### config.mk
export PLATFORM = sky130hd
export DESIGN_NAME = crc16_byte_stuffing_framer_unit_flat
export DESIGN_NICKNAME = d
export VERILOG_FILES = /design/src/cfb_pkg.sv /design/src/cfb_intf.sv /design/src/crc16_byte_stuffing_framer_unit.sv /design/src/flat_wrapper.sv
export SDC_FILE = /design/constraint.sdc
export NUM_CORES = 1
export LEC_CHECK = 0
export BUFFER_PORTS_ARGS = -buffer_cell sky130_fd_sc_hd__buf_4
export CAP_MARGIN = 20
export CELL_PAD_IN_SITES_DETAIL_PLACEMENT = 1
export CELL_PAD_IN_SITES_GLOBAL_PLACEMENT = 1
export CORE_MARGIN = 2
export CORE_UTILIZATION = 50
export DETAILED_ROUTE_END_ITERATION = 8
export PLACE_DENSITY_LB_ADDON = 0.1
export SETUP_SLACK_MARGIN = 0.2
export SYNTH_ARGS = -nofsm -noshare
export SYNTH_HDL_FRONTEND = slang
export SYNTH_SLANG_ARGS = --single-unit
### constraint.sdc
create_clock -name i_clk -period 18.95 [get_ports i_clk]
set_clock_uncertainty 0.2 [all_clocks]
set_input_delay 0 -clock i_clk [delete_from_list [all_inputs] [get_ports i_clk]]
set_output_delay 0 -clock i_clk [all_outputs]
set_load 0.02 [all_outputs]
### src/cfb_pkg.sv
// ----------------------------------------------------------------------------
// cfb_pkg
// Shared types, constants and the CRC-16 byte update of the framer.
// ----------------------------------------------------------------------------
package cfb_pkg;

    typedef logic [7:0]  t_byte;
    typedef logic [15:0] t_crc;
    typedef logic [1:0]  t_cfg_idx;

    // register indexes of the configuration channel
    localparam t_cfg_idx CFG_START  = 2'd0;
    localparam t_cfg_idx CFG_END    = 2'd1;
    localparam t_cfg_idx CFG_ESCAPE = 2'd2;

    localparam t_byte RST_START  = 8'd1;
    localparam t_byte RST_END    = 8'd4;
    localparam t_byte RST_ESCAPE = 8'd27;

    localparam t_crc CRC_INIT = 16'hFFFF;
    localparam t_crc CRC_POLY = 16'hA001;

    // longest expansion of one input beat
    localparam int unsigned MAX_SEQ = 8;

    // reflected crc-16, one byte, eight shift steps
    function automatic t_crc crc_update(input t_crc crc, input t_byte b);
        t_crc c;
        c = crc ^ {8'h00, b};
        for (int k = 0; k < 8; k++) begin
            if (c[0]) begin
                c = (c >> 1) ^ CRC_POLY;
            end else begin
                c = c >> 1;
            end
        end
        return c;
    endfunction

    function automatic logic is_special(input t_byte b, input t_byte s,
                                        input t_byte e, input t_byte x);
        return (b == s) || (b == e) || (b == x);
    endfunction

endpackage

### src/cfb_intf.sv
// ----------------------------------------------------------------------------
// cfb_intf
// Handshake channels of the framer: payload in, line bytes out, register writes.
// ----------------------------------------------------------------------------
interface cfb_in_if;
    import cfb_pkg::*;
    logic  valid;
    logic  ready;
    t_byte data_byte;
    logic  last_byte;
    modport source (output valid, output data_byte, output last_byte, input ready);
    modport sink   (input valid, input data_byte, input last_byte, output ready);
endinterface

interface cfb_out_if;
    import cfb_pkg::*;
    logic  valid;
    logic  ready;
    t_byte line_byte;
    logic  frame_end;
    logic  run_last;
    modport source (output valid, output line_byte, output frame_end, output run_last,
                    input ready);
    modport sink   (input valid, input line_byte, input frame_end, input run_last,
                    output ready);
endinterface

interface cfb_cfg_if;
    import cfb_pkg::*;
    logic     valid;
    logic     ready;
    t_cfg_idx index;
    t_byte    data;
    modport source (output valid, output index, output data, input ready);
    modport sink   (input valid, input index, input data, output ready);
endinterface

### src/crc16_byte_stuffing_framer_unit.sv
// ----------------------------------------------------------------------------
// crc16_byte_stuffing_framer_unit
// Byte-stuffing frame transmitter with a reflected CRC-16 trailer.
// ----------------------------------------------------------------------------
// i_in carries payload bytes, last_byte set on the final byte of a frame.
// o_out carries line bytes: start byte before the first payload byte, each
// payload and crc byte preceded by the escape byte when it matches start,
// end or escape, then crc high, crc low and the end byte (frame_end set).
// run_last marks the final line byte caused by one input beat.
// i_cfg writes start (0), end (1) and escape (2); other indexes are dropped.
// An accepted beat sits in an input register, is expanded in one pass into
// a result shift buffer of up to eight bytes once that buffer is empty or
// sends its last byte, and its first line byte shows once it is loaded.
// The buffer sends one byte per cycle while the receiver is ready; a beat
// yields 1 to 8 line bytes. The next beat is taken while results drain and
// is loaded on the cycle the last byte of the previous one leaves. When the
// receiver stalls the buffer holds and the input register fills, then
// i_in.ready drops.
// Reset restores the default special bytes, closes any frame and sets
// the crc to 0xFFFF; the block is ready in the cycle after reset.
// ----------------------------------------------------------------------------
module crc16_byte_stuffing_framer_unit
    import cfb_pkg::*;
(
    input  logic   i_clk,
    input  logic   i_rst_n,
    cfb_in_if.sink    i_in,
    cfb_out_if.source o_out,
    cfb_cfg_if.sink   i_cfg
);

    t_byte r_start;
    t_byte r_end;
    t_byte r_escape;

    logic  r_in_valid;
    t_byte r_in_data;
    logic  r_in_last;

    t_crc  r_crc;
    logic  r_in_frame;

    t_byte      r_buf [MAX_SEQ];
    logic [3:0] r_cnt;
    logic       r_close;

    t_byte      s_seq [MAX_SEQ];
    logic [3:0] s_len;
    t_crc       s_crc_base;
    t_crc       n_crc;

    logic s_out_fire;
    logic s_load;

    assign i_cfg.ready = 1'b1;

    always_ff @(posedge i_clk) begin
        if (!i_rst_n) begin
            r_start  <= RST_START;
            r_end    <= RST_END;
            r_escape <= RST_ESCAPE;
        end else if (i_cfg.valid) begin
            case (i_cfg.index)
                CFG_START:  r_start  <= i_cfg.data;
                CFG_END:    r_end    <= i_cfg.data;
                CFG_ESCAPE: r_escape <= i_cfg.data;
                default: ;
            endcase
        end
    end

    assign s_out_fire  = o_out.valid && o_out.ready;
    assign s_load      = r_in_valid && ((r_cnt == 4'd0) || (s_out_fire && r_cnt == 4'd1));
    assign i_in.ready  = !r_in_valid || s_load;

    // input register
    always_ff @(posedge i_clk) begin
        if (!i_rst_n) begin
            r_in_valid <= 1'b0;
        end else if (i_in.ready) begin
            r_in_valid <= i_in.valid;
        end
    end

    always_ff @(posedge i_clk) begin
        if (i_in.valid && i_in.ready) begin
            r_in_data <= i_in.data_byte;
            r_in_last <= i_in.last_byte;
        end
    end

    // expansion of one beat into its line bytes
    always_comb begin
        s_len = '0;
        for (int i = 0; i < MAX_SEQ; i++) begin
            s_seq[i] = '0;
        end
        s_crc_base = r_in_frame ? r_crc : CRC_INIT;
        n_crc      = crc_update(s_crc_base, r_in_data);

        if (!r_in_frame) begin
            s_seq[s_len[2:0]] = r_start;
            s_len = s_len + 4'd1;
        end
        if (is_special(r_in_data, r_start, r_end, r_escape)) begin
            s_seq[s_len[2:0]] = r_escape;
            s_len = s_len + 4'd1;
        end
        s_seq[s_len[2:0]] = r_in_data;
        s_len = s_len + 4'd1;

        if (r_in_last) begin
            if (is_special(n_crc[15:8], r_start, r_end, r_escape)) begin
                s_seq[s_len[2:0]] = r_escape;
                s_len = s_len + 4'd1;
            end
            s_seq[s_len[2:0]] = n_crc[15:8];
            s_len = s_len + 4'd1;
            if (is_special(n_crc[7:0], r_start, r_end, r_escape)) begin
                s_seq[s_len[2:0]] = r_escape;
                s_len = s_len + 4'd1;
            end
            s_seq[s_len[2:0]] = n_crc[7:0];
            s_len = s_len + 4'd1;
            s_seq[s_len[2:0]] = r_end;
            s_len = s_len + 4'd1;
        end
    end

    // frame state
    always_ff @(posedge i_clk) begin
        if (!i_rst_n) begin
            r_crc      <= CRC_INIT;
            r_in_frame <= 1'b0;
        end else if (s_load) begin
            r_crc      <= r_in_last ? CRC_INIT : n_crc;
            r_in_frame <= !r_in_last;
        end
    end

    // result shift buffer, head byte is on the line
    always_ff @(posedge i_clk) begin
        if (!i_rst_n) begin
            r_cnt <= '0;
        end else if (s_load) begin
            r_cnt <= s_len;
        end else if (s_out_fire) begin
            r_cnt <= r_cnt - 4'd1;
        end
    end

    always_ff @(posedge i_clk) begin
        if (s_load) begin
            r_buf   <= s_seq;
            r_close <= r_in_last;
        end else if (s_out_fire) begin
            for (int i = 0; i < MAX_SEQ - 1; i++) begin
                r_buf[i] <= r_buf[i+1];
            end
        end
    end

    assign o_out.valid     = (r_cnt != 4'd0);
    assign o_out.line_byte = r_buf[0];
    assign o_out.run_last  = (r_cnt == 4'd1);
    assign o_out.frame_end = r_close && (r_cnt == 4'd1);

    a_cnt_range: assert property (@(posedge i_clk) disable iff (!i_rst_n)
        r_cnt <= 4'd8)
        else $error("result count out of range");

    a_load_fills: assert property (@(posedge i_clk) disable iff (!i_rst_n)
        s_load |=> (r_cnt != 4'd0))
        else $error("loaded beat yields no line bytes");

    a_close_frame: assert property (@(posedge i_clk) disable iff (!i_rst_n)
        (s_load && r_in_last) |=> (!r_in_frame && r_crc == CRC_INIT))
        else $error("frame not closed after last byte");

    a_no_overrun: assert property (@(posedge i_clk) disable iff (!i_rst_n)
        (r_cnt > 4'd1 && r_in_valid) |-> !s_load)
        else $error("buffer reloaded while results remain");

    a_hold_stall: assert property (@(posedge i_clk) disable iff (!i_rst_n)
        (o_out.valid && !o_out.ready) |=> ($stable(r_cnt) && $stable(r_buf[0])))
        else $error("line byte changed under stall");

endmodule
### src/flat_wrapper.sv
// flat-port wrapper written by rule: the top's interface ports become plain ports
module crc16_byte_stuffing_framer_unit_flat import cfb_pkg::*;
  (i_clk, i_rst_n, i_in_valid, i_in_data_byte, i_in_last_byte, i_in_ready, o_out_valid, o_out_line_byte, o_out_frame_end, o_out_run_last, o_out_ready, i_cfg_valid, i_cfg_index, i_cfg_data, i_cfg_ready);
  cfb_in_if i_in_i ();
  cfb_out_if o_out_i ();
  cfb_cfg_if i_cfg_i ();
  input  logic i_clk;
  input  logic i_rst_n;
  input wire logic [$bits(i_in_i.valid)-1:0] i_in_valid;
  input wire logic [$bits(i_in_i.data_byte)-1:0] i_in_data_byte;
  input wire logic [$bits(i_in_i.last_byte)-1:0] i_in_last_byte;
  output wire logic [$bits(i_in_i.ready)-1:0] i_in_ready;
  output wire logic [$bits(o_out_i.valid)-1:0] o_out_valid;
  output wire logic [$bits(o_out_i.line_byte)-1:0] o_out_line_byte;
  output wire logic [$bits(o_out_i.frame_end)-1:0] o_out_frame_end;
  output wire logic [$bits(o_out_i.run_last)-1:0] o_out_run_last;
  input wire logic [$bits(o_out_i.ready)-1:0] o_out_ready;
  input wire logic [$bits(i_cfg_i.valid)-1:0] i_cfg_valid;
  input wire logic [$bits(i_cfg_i.index)-1:0] i_cfg_index;
  input wire logic [$bits(i_cfg_i.data)-1:0] i_cfg_data;
  output wire logic [$bits(i_cfg_i.ready)-1:0] i_cfg_ready;
  assign i_in_i.valid = i_in_valid;
  assign i_in_i.data_byte = i_in_data_byte;
  assign i_in_i.last_byte = i_in_last_byte;
  assign i_in_ready = i_in_i.ready;
  assign o_out_valid = o_out_i.valid;
  assign o_out_line_byte = o_out_i.line_byte;
  assign o_out_frame_end = o_out_i.frame_end;
  assign o_out_run_last = o_out_i.run_last;
  assign o_out_i.ready = o_out_ready;
  assign i_cfg_i.valid = i_cfg_valid;
  assign i_cfg_i.index = i_cfg_index;
  assign i_cfg_i.data = i_cfg_data;
  assign i_cfg_ready = i_cfg_i.ready;
  crc16_byte_stuffing_framer_unit u_core (.i_clk(i_clk), .i_rst_n(i_rst_n), .i_in(i_in_i), .o_out(o_out_i), .i_cfg(i_cfg_i));
endmodule
==> out/qor.csv, run 1 <==
metric,value,unit
ys_seq_area_share,32.49,%
cts_tree,built,
ir_drop,72.22,uV
synth_nets,1137,
min_to,u_core.r_in_data[1],
dpl.hpwl,27750,microns
synth_xor_area_share,11.64,%
ctsRootBufferMaster,clkbuf_16,
clkTransAtPathRegs,0.07,ns
yosysUniqueCellTypes,88,
synth_compound_area_share,27.48,%
design_area,10820,sq um
grt_pass1_vias,9713,
num_rows,50,
dieArea,20480,sq um
cp_max_fo,26,
synth_top_family_by_area,compound AO/OA/AOI/OAI gates,
setup_ws,11.34,ns
arrival,7.60,ns
crit_path_end_kind,flop,
worstSetupPathType,reg -> reg,
setup_viol,0,
grt_antenna_before_repair,1,
pin_count,37,
drive_gt1_share,12.24,%
synthToLayoutAreaGrowth,11.81,%
rr_worst_depth,21,
yosys_warnings,0,
die_y,143.1,microns
post_drt_wl_per_cell,30.87,microns
cts.sinks,120,
r2r_slack,11.34,ns
grt_max_degree,67,
grt_pass1_wl,62780,microns
dpl_worst_slack,11.36,ns
grt_setup_unrepaired,false,
synth_ff_type,edfxtp_1,
powerDensity,143.5,nW/um^2
numCtsBuffers,17,
wirelength,42320,microns
required,18.93,ns
grt_overflow_total,0,
gp_congestion,1.011,
ctsResizeCount,0,
relSlewSlack,13.85,%
synth-simple-area-share,16.46,%
final_max_slew_viol_count,0,
core-area,18830,sq um
avgSynthCellArea,8.771,sq um
period_share,40.17,%
clockBufferDepth,2,
holdPathStages,2,
fin_util,57.44,%
fin_nets,1132,
power.leakage,3.904,nW
synth_edf_count,74,
synth_seq_cells,120,
ys_async_sr_fraction,0,%
viasPerCell,7.194,
startpoint_type,flop,
start_util,51.38,%
min-delay-start,i_in_data_byte[1],
rr_startpoint,u_core.r_in_data[2],
drtIter0Drc,1471,
place_area,9968,sq um
hold_viol,0,
finalSetupTns,0,ns
drc,0,
synth_area,9674,sq um
dr.pass1.iters,7,
syn_inst,1103,
synth-adder-area-share,1.371,%
groute.usage.overall,41.99,%
max_slew.worst_pin.slew,1.288,ns
vias,9863,
fmax,131.4,MHz
layout_min_cycle_time,7.611,ns
worstReg2RegEnd,u_core.r_buf[44],
ant_nets,0,
synthMuxAreaShare,4.772,%
cts_max_level,4,
maxCapViolCount,0,
status,finished clean,
portBuffers,35,
min_path_type,in -> reg,
antennaDiodeCount,0,
die_width,143.1,microns
worstSkewPairLatency,0.45,ns
==> power by group <==
part           total (mW)  internal (mW)  switching (mW)
Clock               0.344          0.194           0.150
Sequential          0.457          0.401          0.0555
Combinational       0.751          0.259           0.492
==> layer usage <==
metal	track usage, %	wire [microns]	part of all wire (%)	vias to the layer above
li1	-	-	-	4119
met1	54.74	16040	38	4763
met2	62.30	18070	43	765
met3	10.09	5127	12	214
met4	26.68	3032	7.2	2
met5	0	57	0.13	-
==> synthesized netlist by cell type, drive strengths merged (10+ instances only) <==
cell type    n  area [sq um]
and2        15         93.84
and3        14         92.59
a31oi       10         62.56
o221ai      13         113.9
nand2      103         386.6
mux2i       36         360.4
a221oi      33         289.0
nand2b      15         93.84
nor3        17         96.35
a311oi      10         93.84
buf         30         182.7
o21ai       74         385.4
nor2b       28         175.2
a21oi       37         188.9
a22oi       21         157.7
nand3       12         65.06
clkbuf      78         294.0
o22ai       33         212.7
o31ai       26         249.0
nor2        93         366.6
a221o       10         100.1
a211oi      13         97.59
dfxtp       46         920.9
inv         21         78.83
xnor2       58         515.5
xor2        46         402.9
edfxtp      74          2222
==> how the worst max path moves through the flow <==
stage	cells past startpoint	start	slack, ns	endpoint
4_1_cts	20	u_core.r_in_data[2]	11.31	u_core.r_buf[0]
6_report	21	u_core.r_in_data[2]	11.34	u_core.r_buf[44]
5_1_grt	21	u_core.r_in_data[2]	10.96	u_core.r_buf[46]
3_3_place_gp	20	u_core.r_in_frame	11.71	u_core.r_buf[0]
2_1_floorplan	24	u_core.r_in_data[1]	12.21	u_core.r_buf[42]
3_5_place_dp	20	u_core.r_in_data[1]	11.36	u_core.r_buf[0]
==> cells by family after synthesis <==
group	count (synthesis)
buf+inv	129
other cells	1
xor+xnor	113
fa+ha+maj	10
compound gates	358
flops	120
simple gates	327
mux	45
==> critical path, cell delays in order, from the launching register on <==
cell      delay (ns)
edfxtp_1        0.73
xnor2_1         0.70
xnor2_1         0.21
xnor3_2         0.32
xor2_1          0.53
mux2i_1         0.32
o22ai_2         0.16
nor2_1          0.12
buf_4           0.22
inv_1           0.10
fa_1            0.51
buf_4           0.31
o21ai_0         0.18
xnor2_1         0.24
ha_1            0.44
xor2_1          0.48
xor2_1          0.32
nor2_1          0.08
mux2i_1         0.60
o32ai_1         0.22
a211oi_1        0.23
o31ai_1         0.10
==> cells in the final DEF (no fill, tap or decap), types with 11 or more instances in the layout <==
master | Yosys | layout
edfxtp_1 | 74 | 74
o31ai_1 | 17 | 17
nor2_1 | 90 | 90
and2_1 | 15 | 15
xor2_1 | 46 | 46
nand2b_1 | 15 | 15
dlygate4sd3_1 | 0 | 24
o21ai_0 | 61 | 61
mux2i_1 | 36 | 36
xnor2_1 | 57 | 57
a22oi_1 | 21 | 21
o221ai_1 | 13 | 13
nand2_1 | 103 | 102
o21ai_1 | 11 | 11
buf_4 | 12 | 60
a211oi_1 | 13 | 13
nor2b_1 | 28 | 28
nand3_1 | 11 | 11
inv_1 | 21 | 21
a221oi_1 | 33 | 33
clkbuf_16 | 0 | 18
a21oi_1 | 36 | 36
o22ai_1 | 32 | 32
and3_1 | 13 | 13
dfxtp_1 | 46 | 46
nor3_1 | 16 | 16
==> per-stage QoR <==
| stage | power (mW) | std cells | hold slack (ns) |
|---|---|---|---|
| final | 1.552 | 1371 | 0.06496 |
| after global routing | 1.610 | 1371 | 0.08283 |
| after CTS | 1.523 | 1370 | 0.06946 |
| after detailed placement | 1.176 | 1314 | -0.01958 |
| after global placement | 1.164 | 1313 | -0.01898 |
| after floorplan | 0.9496 | 1103 | -0.1011 |
==> final cells by class <==
type / count / area, sq um
Clock buffer: 18 / 450.4
Clock inverter: 14 / 150.1
Fill cell: 2176 / 8014
Inverter: 21 / 78.83
Multi-Input combinational cell: 854 / 5978
Sequential cell: 120 / 3143
Tap cell: 260 / 325.3
Timing Repair Buffer: 84 / 690.7
==> sequential cells by signal (all words and copies together) (netlist names), 4 cells and up <==
name and flops:
u_core.r_end 8, u_core.r_cnt 4, u_core.r_buf 56, u_core.r_escape 8
u_core.r_start 8, u_core.o_out.line_byte 8, u_core.r_in_data 8, u_core.r_crc 16
==> repair_timing <==
item                      CTS  global route
hold endpoints to repair   55             0
hold buffers               24             0
setup buffers               0             0
No activity file was read; power rests on OpenSTA's default activity.
==> run 2: changes to the inputs <==
--- a/config.mk
+++ b/config.mk
@@ -10,7 +10,7 @@
 export CELL_PAD_IN_SITES_DETAIL_PLACEMENT = 1
 export CELL_PAD_IN_SITES_GLOBAL_PLACEMENT = 1
 export CORE_MARGIN = 2
-export CORE_UTILIZATION = 50
+export CORE_UTILIZATION = 49
 export DETAILED_ROUTE_END_ITERATION = 8
 export PLACE_DENSITY_LB_ADDON = 0.1
 export SETUP_SLACK_MARGIN = 0.2
==> constraint.sdc (replaced) <==
create_clock -name i_clk -period 7.7 [get_ports i_clk]
set_clock_uncertainty 0.2 [all_clocks]
set_input_delay 0 -clock i_clk [delete_from_list [all_inputs] [get_ports i_clk]]
set_output_delay 0 -clock i_clk [all_outputs]
set_load 0.02 [all_outputs]
==> run 2 against run 1 <==
  * Combinational power rose to 2.5 times the previous value
  * Fmax up 8.7%
  * Non-clock buffer count up 23
  * Die area up 2.0%
  * Flip-flop and latch count unchanged
  * Register-to-register slack worse by 11 ns
  * Worst hold slack worse by 0.012 ns
  * Power up 150%
  * Design area up 1.6%
  * First-iteration DRC count up 23%
  * Core utilization down 0.80 points
  * Worst setup slack worse by 11 ns
  * Critical path type unchanged
  * Critical endpoint is now u_core.r_buf[46]
  * Largest power group unchanged
==> out/qor.csv, run 2 (same netlist as run 1, synthesis figures left out) <==
metric,value,unit
critPathTopFamily,XOR/XNOR gates,
grt_antenna_before_repair,1,
worstPathBufferInverterCount,1,
worst-path-stages,19,
multi_input_area,5978,sq um
crit_start,u_core.r_in_data[1],
cts_tree,built,
drtIter0Drc,1808,
arrival,6.96,ns
final_max_slew_viol_count,0,
dpl.hpwl,28200,microns
top_register,u_core.r_buf,
switching_share,44.48,%
die_width,144.5,microns
nFillCells,2270,
power.leakage,3.989,nW
rr_worst_depth,19,
setup_viol,0,
post_cts_buffers,0,
worstSkewPairLatency,0.44,ns
worst_path_largest_cell_delay,0.68,ns
num_rows,51,
viasPerCell,7.134,
largest_reg_flops,56,
layout_min_cycle_time,7.005,ns
grt_overflow_total,0,
clkTransAtPathRegs,0.06,ns
portBuffers,35,
fin_nets,1155,
hold_viol,0,
groute.usage.overall,41.57,%
drc,0,
synthToLayoutAreaGrowth,13.57,%
numCtsBuffers,17,
ant_nets,0,
final_cell_mix,"102 x nand2_1, 90 x nor2_1, 79 x buf_4",
rr_startpoint,u_core.r_in_data[1],
netSwitchingPower,1.707,mW
dieArea,20880,sq um
min-delay-start,i_cfg_valid,
r2r_slack,0.70,ns
post_drt_wl_per_cell,30.36,microns
seqCellArea,3143,sq um
cts.sinks,120,
core-area,19400,sq um
powerDensity,349.2,nW/um^2
maxCapViolCount,0,
top_regs,"u_core.r_buf: 56 flops, u_core.r_crc: 16 flops",
clockBufferDepth,2,
startpoint_type,flop,
grt_setup_unrepaired,false,
finalSetupTns,0,ns
grt_pass1_wl,62970,microns
cellInternalPower,2.130,mW
gp_congestion,1.008,
dr.pass1.iters,6,
fmax,142.8,MHz
max_slew.worst_pin.slew,1.275,ns
drive_gt1_share,13.40,%
clkPwrFrac,21.1,%
final_common_cell,nand2_1,
crit_path_end_kind,flop,
status,finished clean,
cts_max_level,4,
final-instance-count-excl-fill,1400,
path_cells,xnor2_1 > xnor2_1 > xnor3_2 > xor2_1 > mux2i_1 > o22ai_2 > nor2_1 > inv_1 > fa_1 > o21ai_0 > xnor2_1 > ha_1 > xor2_1 > xor2_1 > nor2_1 > mux2i_1 > o32ai_1 > a211oi_1 > o21ai_0,
cpMaxStageDelayCell,edfxtp_1,
ir_drop,212.3,uV
relSlewSlack,14.36,%
vias,9988,
worstReg2RegEnd,u_core.r_buf[46],
dp_cells,1337,
wirelength,42510,microns
pin_count,37,
die_y,144.5,microns
cp_max_fo,12,
required,7.66,ns
worstSetupPathType,reg -> reg,
start_util,49.87,%
ctsRootBufferMaster,clkbuf_16,
p_total,3.837,mW
pwr-share-seq,29.1,%
period_share,90.97,%
grt_max_degree,51,
min_path_type,in -> reg,
power_frac_comb,49.8,%
cp-endpoint,u_core.r_buf[46],
grt_pass1_vias,9771,
run 2: changes by cell type in the layout (fill, tap and decap cells not counted), sizes merged:
cell,previous run,this run
clkbuf,18,20
diode,0,1
bufinv,1,2
clkinvlp,1,2
inv,31,25
dlygate4sd3,24,28
clkinv,2,4
buf,60,79
run 2: power by group through the flow:
stage	Sequential (mW)	Clock [mW]	Combinational, mW
finish	1.12	0.810	1.91
global route	1.13	0.837	2.01
CTS	1.11	0.809	1.85
detailed placement	1.12	0	1.81
global placement	1.11	0	1.78
floorplan	1.05	0	1.29
run 2: layout make-up:
| cell class | instances | area share [%] |
|---|---|---|
| antenna | 1 | 0.02278 |
| clock buffer | 20 | 3.974 |
| clock inverter | 12 | 1.298 |
| inverter | 21 | 0.7175 |
| multi-input combinational | 854 | 54.41 |
| sequential | 120 | 28.61 |
| tap | 265 | 3.018 |
| timing repair buffer | 107 | 7.949 |
run 2: timing repair:
item | 4_1_cts | 5_1_grt
hold buffers | 28 | 0
hold endpoints to repair | 61 | 0
resized for setup | 0 | 0
run 2: worst min path at each step:
stage	slack, ns	depth (start not counted)	to
finish	0.05	5	u_core.r_start[7]
global route	0.09	2	u_core.r_in_data[0]
CTS	0.04	5	u_core.r_start[7]
detailed placement	-0.02	1	u_core.r_in_last
global placement	-0.02	1	u_core.r_in_data[5]
floorplan	-0.10	0	u_core.r_in_data[0]
run 2: metal layers:
metal | global-route usage [%] | vias up | share of wire [%]
li1 | - | 4168 | -
met2 | 62.71 | 745 | 43
met1 | 55.21 | 4852 | 39
met3 | 9.073 | 223 | 11
met5 | 0 | - | 0
met4 | 23.30 | 0 | 7.0
run 2: stage by stage:
| stage | utilization (%) | setup slack (ns) | instance area [sq um] | hold slack (ns) |
|---|---|---|---|---|
| final | 56.64 | 0.6955 | 10990 | 0.05301 |
| after global placement | 52.12 | 1.102 | 10110 | -0.02149 |
| after CTS | 56.55 | 0.8425 | 10970 | 0.03604 |
| after detailed placement | 52.12 | 0.9076 | 10110 | -0.02006 |
| after global routing | 56.62 | 0.3224 | 10980 | 0.09164 |
| after floorplan | - | 0.9579 | 9674 | -0.1011 |
run 2: worst reg2reg max path, stage by stage (launching register included):
cell and delay [ns]:
edfxtp_1 0.68, xnor2_1 0.58, xnor2_1 0.20, xnor3_2 0.32
xor2_1 0.48, mux2i_1 0.32, o22ai_2 0.18, nor2_1 0.17
inv_1 0.10, fa_1 0.56, o21ai_0 0.13, xnor2_1 0.23
ha_1 0.41, xor2_1 0.49, xor2_1 0.34, nor2_1 0.09
mux2i_1 0.67, o32ai_1 0.22, a211oi_1 0.23, o21ai_0 0.14
